**src/hdl/dmct_pkg.sv**
```systemverilog
// types, constants and the state machine encoding for the direct-mapped cache tracker
// no dependencies: imported by dmct_stats and direct_mapped_cache_tracker
`timescale 1ns / 1ps

package dmct_pkg;

  // default geometry
  localparam int INDEX_BITS_DEF   = 12;
  localparam int OFFSET_BITS_DEF  = 2;
  localparam int ADDRESS_BITS_DEF = 32;

  // configuration port
  localparam int CFG_ADDR_BITS = 3;
  localparam int CFG_DATA_BITS = 32;
  localparam logic REG_WRITE_BACK_MODE = 1'b0;

  // request type code
  localparam logic REQ_WRITE = 1'b1;

  typedef struct packed {
    logic        req_type;
    logic [31:0] address;
  } dmct_req_t;

  typedef struct packed {
    logic        hit;
    logic        line_fetch;
    logic        memory_write;
    logic [31:0] hit_count;
    logic [31:0] miss_count;
    logic [31:0] fetch_count;
    logic [31:0] store_count;
  } dmct_rsp_t;

  // event that updates the counters
  typedef struct packed {
    logic en;
    logic hit;
    logic mem_write;
  } dmct_stat_upd_t;

  typedef struct packed {
    logic [31:0] hits;
    logic [31:0] misses;
    logic [31:0] fetches;
    logic [31:0] stores;
  } dmct_stat_cnt_t;

  typedef enum logic [1:0] {
    ST_CLEAR,
    ST_IDLE,
    ST_LOOKUP
  } dmct_state_t;

endpackage

```
**src/hdl/dmct_stats.sv**
```systemverilog
// saturating hit, miss, fetch and store counters of the cache tracker
// depends on dmct_pkg for the update and count structs
`timescale 1ns / 1ps

module dmct_stats
  import dmct_pkg::*;
(
  input  logic           clk,
  input  logic           rst_n,
  input  dmct_stat_upd_t upd,
  output dmct_stat_cnt_t cnt_nxt
);

  dmct_stat_cnt_t cnt_r;

  function automatic logic [31:0] sat_inc(input logic [31:0] v, input logic inc);
    sat_inc = (inc && (v != '1)) ? v + 32'd1 : v;
  endfunction

  // next values, also handed to the output register
  always_comb begin
    cnt_nxt         = cnt_r;
    cnt_nxt.hits    = sat_inc(cnt_r.hits, upd.hit);
    cnt_nxt.misses  = sat_inc(cnt_r.misses, !upd.hit);
    cnt_nxt.fetches = sat_inc(cnt_r.fetches, !upd.hit);
    cnt_nxt.stores  = sat_inc(cnt_r.stores, upd.mem_write);
  end

  // counter registers
  always_ff @(posedge clk) begin
    if (!rst_n) begin
      cnt_r <= '0;
    end else if (upd.en) begin
      cnt_r <= cnt_nxt;
    end
  end

endmodule

```
**config.mk**
```make
export PLATFORM = sky130hd
export DESIGN_NAME = dmct_stats
export DESIGN_NICKNAME = d
export VERILOG_FILES = /design/src/hdl/dmct_pkg.sv /design/src/hdl/dmct_stats.sv
export SDC_FILE = /design/constraint.sdc
export NUM_CORES = 1
export LEC_CHECK = 0
export ABC_CLOCK_PERIOD_IN_PS = 3530
export BUFFER_PORTS_ARGS = -buffer_cell sky130_fd_sc_hd__buf_2
export CORE_ASPECT_RATIO = 1.1
export CORE_MARGIN = 2
export CORE_UTILIZATION = 58
export DETAILED_ROUTE_END_ITERATION = 8
export GPL_TIMING_DRIVEN = 0
export PLACE_DENSITY = 0.8
export SETUP_SLACK_MARGIN = 0.05
export SKIP_LAST_GASP = 1
export SYNTH_ARGS = -nofsm -noshare
export SYNTH_HDL_FRONTEND = slang
export SYNTH_SLANG_ARGS = --single-unit
```
**constraint.sdc**
```tcl
create_clock -name clk -period 3.53 [get_ports clk]
set_input_delay 0.706 -clock clk [delete_from_list [all_inputs] [get_ports clk]]
set_output_delay 0.706 -clock clk [all_outputs]
set_load 0.01 [all_outputs]
```
==> impl_metrics.tcl, run 1 <==
set metrics [dict create \
    die_area_um2 16100 \
    grt.total_usage_pct 33.4 \
    grt_use_met1_pct 44.3 \
    drive_gt1_share_pct 22.2 \
    worstPathRequired_ns 2.82 \
    synthAdderAreaFrac_pct 0.570 \
    synthSimpleGateAreaFrac_pct 35.9 \
    max_stage_delay_ns 0.53 \
    ys_types 65 \
    grt_overflow_total 0 \
    place_inst 1496 \
    min_period_over_period_pct 97.9 \
    finalMaxSlewViolations 0 \
    fin_skew_ns 0.00644 \
    syn_area_per_cell_um2 7.50 \
    antenna-diode-count 0 \
    clock_latency_ns 0.42 \
    hp-class "flop to flop" \
    synth_top_area_share_pct 29.2 \
    synth_area_um2 8780 \
    largest_register_ffs 128 \
    fmax_mhz 289 \
    io_buffers 130 \
    tightest_slew_ns 0.885 \
    synth-compound-area-share_pct 14.9 \
    p_per_area_nw_per_um2 311 \
    final_common_cell "buf_2" \
    synth.top_cells.by_area "dfxtp_1 29%, xor2_1 8.3%, a21oi_1 5.6%" \
    gp_congestion 0.925 \
    ir_worst_vdd_mv 0.325 \
    fin_hold_ws_ns 0.506 \
    crit_path_start_kind "flop" \
    relSlewSlack_pct 40.5 \
    num_vias 9873 \
    antenna_left 0 \
    antenna_found_initial 0 \
    largest_register "cnt_r" \
    drc 0 \
    wire_per_inst_um 18.0 \
    setup_viol 0 \
    slowest_stage "or4_1" \
    seq_area_frac_synth_pct 29.2 \
    core_area_um2 14900 \
    cp_cell_sequence "nand4_1 > or4_1 > buf_6 > or4_4 > o31a_2 > or2_1 > buf_2" \
    reg_top3 "cnt_r x128" \
    die_x_um 121 \
    p_leak_nw 4.43 \
    root_buffer "clkbuf_16" \
    pin_count 133 \
    drt_pass1_iterations 8 \
    cts_tree "done" \
    hold_viol 0 \
    path_class "flop to primary output" \
    grt_pass1_wl_um 43900 \
    synth_top_family_by_area "simple AND/OR/NAND/NOR gates" \
    dp_hpwl_um 19000 \
    crit_buf_inv 2 \
    top_usage_layer "met2" \
    use_met3_pct 4.96 \
    ys_warn_count 0 \
    nets 1351 \
    async_reset_ff_share_pct 0 \
    synth.largest_area_cell "dfxtp_1" \
    drt-initial-drc-count 1077 \
    path_delay_family "simple AND/OR/NAND/NOR gates" \
    status "complete, no violations" \
    cts.sinks 128 \
    start_util_pct 58.8 \
    numCtsBuffers 17 \
    synthXorXnorAreaFrac_pct 12.3 \
    rows 47 \
    clk_pin_slew_ns 0.06 \
    path_max_fanout 5 \
    ys_ff_latch 128 \
    total_power_mw 3.35 \
    drt-total-wl_um 27900 \
    synth_flop_cell "dfxtp_1" \
    fin_crit_ns 3.46 \
    viasPerCell 6.37 \
    clk_path_buf_depth 2 \
    grt_pass1_vias 8794 \
    stdcell_count 1549 \
    crit_path_end_kind "primary output" \
    synthMuxAreaShare_pct 3.04 \
    synth-edff-count 0 \
    syn_nets 1179 \
    crit_arrival_ns 2.75 \
    grt_max_degree 17 \
    drv_cap 0 \
    rsz0062_at_grt "yes" \
    synth_cells 1170 \
    cts_htree_levels 4 \
    grtUsageMet2_pct 54.7 \
    area_delta_synth_final_pct 22.4 \
    fp.dieH_um 133 \
    mostFrequentLayoutCells "139 x buf_2, 116 x nand2_1, 104 x dfxtp_1" \
]
==> cell usage after synthesis, types with 14 or more instances <==
cell        n
or4_1      41
or3_1      68
nor4_1     29
nand2b_1   19
nand2_1   116
nor3_1     52
nand4_1    44
dfxtp_1   128
a21oi_1    98
o21ai_0    63
clkbuf_1   54
xor2_1     83
mux2i_1    21
nand3_1    64
xnor2_1    40
o31ai_1    37
nor2_1     78
and3_1     14
==> per-stage QoR <==
step | TNS, ns | setup WS, ns | util, % | instance area (µm²)
final | 0 | 0.0729 | 71.9 | 10700
after global routing | 0 | 0.0342 | 71.9 | 10700
after CTS | 0 | 0.0249 | 69.9 | 10400
after detailed placement | -0.587 | -0.179 | 64.8 | 9670
after global placement | -0.453 | -0.140 | 64.8 | 9670
after floorplan | 0 | 0.248 | - | 8780
==> final cells by class <==
cell class | count | area (µm²)
fillers | 1251 | 4190
flip-flops and latches | 128 | 2600
well taps | 196 | 245
clock buffers | 23 | 478
inverters | 11 | 41.3
repair buffers | 160 | 876
clock inverters | 7 | 85.1
multi-input cells | 957 | 6090
plain buffers | 67 | 332
==> worst min-delay path, delay by kind of cell (launching register included) <==
family	cells	cell delay [ns]
compound gates	2	0.12
flops	1	0.33
==> per-layer routing <==
metal	vias to the layer above	part of all wire, %
li1	4655	-
met1	4684	41
met2	463	49
met3	71	7.6
met4	0	2.4
met5	-	0
==> kinds of logic (layout without fill, tap and decap cells) <==
kind of cell / after synthesis / in the layout
buffers and inverters: 85 / 268
adder cells (fa/ha/maj): 4 / 4
AND/OR/NAND/NOR: 580 / 580
XOR/XNOR: 123 / 123
flip-flops: 128 / 128
AO/OA/AOI/OAI: 224 / 224
multiplexers: 26 / 26
==> power by group <==
group	total (mW)	switching [mW]	internal (mW)
Combinational	0.167	0.122	0.0445
Clock	1.72	0.640	1.08
Sequential	1.46	0.00916	1.45
Total	3.35	0.771	2.57
==> what timing repair did <==
item	in CTS	in global routing
gates resized for setup	38	61
setup buffers	11	19
endpoints found under the setup margin	89	93
pin swaps	8	12
hold buffers	0	0
==> final timing paths <==
check / from / to / slack (ns) / depth (start not counted)
max: cnt_r[73] / cnt_nxt[95] / 0.07 / 7
min reg2reg: cnt_r[62] / cnt_r[62] / 0.51 / 2
max reg2reg: cnt_r[32] / cnt_r[38] / 0.85 / 8
min: cnt_r[62] / cnt_r[62] / 0.51 / 2
Note: power is estimated with default switching activity, not from simulation.
==> inputs of run 2 (changes only) <==
- ABC_AREA: default -> 1
- CORE_UTILIZATION: 58 -> 60
- PLACE_DENSITY: 0.8 -> 0.9
==> impl_metrics.tcl, run 2 <==
set metrics [dict create \
    fin_crit_ns 3.24 \
    hold_viol 0 \
    clock_latency_ns 0.43 \
    numCtsBuffers 17 \
    viasPerCell 5.48 \
    async_reset_ff_share_pct 0 \
    post-cts-setup-buffers 0 \
    area_delta_synth_final_pct 14.5 \
    fmax_mhz 309 \
    clk_path_buf_depth 2 \
    finalMaxSlewViolations 0 \
    grt_overflow_total 0 \
    syn_nets 1894 \
    synth_flop_cell "dfxtp_1" \
    fin_skew_ns 0.00846 \
    drv_cap 0 \
    relSlewSlack_pct 50.1 \
    gp_congestion 0.977 \
    grt_pass1_vias 10900 \
    dp_hpwl_um 24100 \
    synth_cells 1885 \
    synth.most_common_cell "nand2_1" \
    seqCellArea_um2 2560 \
    root_buffer "clkbuf_16" \
    drt-initial-drc-count 1107 \
    pin_count 133 \
    ys_warn_count 0 \
    clk_pin_slew_ns 0.06 \
    tightest_slew_ns 0.748 \
    synth.largest_area_cell "nand2_1" \
    setup_viol 0 \
    ys_ff_latch 128 \
    hp-class "flop to flop" \
    io_buffers 132 \
    path_class "input port to primary output" \
    r2r_slack_ns 1.38 \
    cts_htree_levels 4 \
    drt_pass1_iterations 8 \
    num_vias 12400 \
    fp.dieH_um 141 \
    drive_gt1_share_pct 10.9 \
    setup_ws_ns 0.292 \
    synth.top_cells.by_area "nand2_1 25%, dfxtp_1 25%, inv_1 11%" \
    multi_input_area_um2 6240 \
    die_area_um2 18100 \
    status "complete, no violations" \
    wire_per_inst_um 14.0 \
    min_period_over_period_pct 91.7 \
    crit_arrival_ns 2.53 \
    cts.sinks 128 \
    p_per_area_nw_per_um2 350 \
    nets 2045 \
    reg_top3 "cnt_r x128" \
    seq_area_frac_synth_pct 25.1 \
    syn_area_per_cell_um2 5.42 \
    total_power_mw 4.10 \
    fin_util_pct 69.5 \
    grt.total_usage_pct 34.7 \
    crit_path_end_kind "primary output" \
    synth_area_um2 10200 \
    grt_pass1_wl_um 50900 \
    mostFrequentLayoutCells "684 x nand2_1, 289 x inv_1, 226 x nor2_1" \
    setup_tns_ns 0 \
    start_util_pct 60.7 \
    cts_tree "done" \
    die_x_um 128 \
    synthTopCellsByCount "684 x nand2_1, 289 x inv_1, 226 x nor2_1, 204 x nand3_1, 128 x dfxtp_1" \
    largest_register "cnt_r" \
    drt-total-wl_um 31600 \
    antenna-diode-count 0 \
    final_common_cell "nand2_1" \
    path_max_fanout 10 \
    fillers 1556 \
    crit_path_start_kind "input port" \
    synth_top_area_share_pct 25.1 \
    rows 50 \
    preCtsSetupSlack_ns 0.419 \
    antenna_left 0 \
    rsz0062_at_grt "no" \
    synth-edff-count 0 \
    drc 0 \
    p_leak_nw 6.26 \
    worstPathRequired_ns 2.82 \
    core_area_um2 16800 \
    grt_max_degree 17 \
    antenna_found_initial 0 \
    ys_types 28 \
    ir_worst_vdd_mv 0.376 \
    largest_register_ffs 128 \
    cts_hold_buf 0 \
]
run 2: logic make-up after synthesis:
group           synth area share (%)
compound gates                  7.96
xor+xnor                        3.60
fa+ha+maj                      0.490
buf+inv                         13.9
flops                           25.1
simple gates                    48.9
run 2: layout make-up:
cell class | instances | area share, %
multi-input combinational | 1401 | 53.3
sequential | 128 | 21.9
inverter | 292 | 9.37
timing repair buffer | 132 | 5.65
clock buffer | 26 | 4.52
buffer | 64 | 2.81
tap | 208 | 2.22
clock inverter | 4 | 0.214
run 2: critical path, cell delays in order:
cell,delay (ns)
buf_2,0.10
buf_2,0.31
nand2_1,0.09
nor2_1,0.22
nand3_1,0.18
nor2_2,0.44
nand3_1,0.13
nand2_1,0.08
nand2_1,0.09
inv_1,0.06
buf_2,0.12
run 2: stage by stage:
stage / hold slack [ns] / cell area, µm² / std cells
2_1_floorplan: 0.525 / 10200 / 1885
3_3_place_gp: 0.548 / 11100 / 2225
3_5_place_dp: 0.557 / 11100 / 2225
4_1_cts: 0.568 / 11700 / 2255
5_1_grt: 0.599 / 11700 / 2255
6_report: 0.570 / 11700 / 2255
run 2: path summary, 6_finish.rpt:
kind                                 from           end  cells past startpoint
worst max-delay path               upd[1]  cnt_nxt[121]                     11
worst min-delay path            cnt_r[81]     cnt_r[81]                      2
worst max register to register   cnt_r[0]     cnt_r[12]                     11
worst min register to register  cnt_r[81]     cnt_r[81]                      2
run 2: timing repair:
action,4_1_cts,5_1_grt
endpoints found under the hold margin,0,0
endpoints found under the setup margin,0,1
gates resized for setup,0,1
run 2: per-layer routing:
metal | vias to the layer above | wire length [µm] | track usage, %
li1 | 6129 | - | -
met4 | 0 | 1030 | 14.1
met1 | 5583 | 13300 | 44.4
met3 | 87 | 2570 | 5.31
met5 | - | 0 | 0
met2 | 559 | 14700 | 58.4
run 2: where the power goes:
part           switching (mW)  internal, mW  leakage (nW)
combinational           0.478         0.260          4.93
clock                   0.676          1.02         0.270
sequential              0.125          1.54          1.06
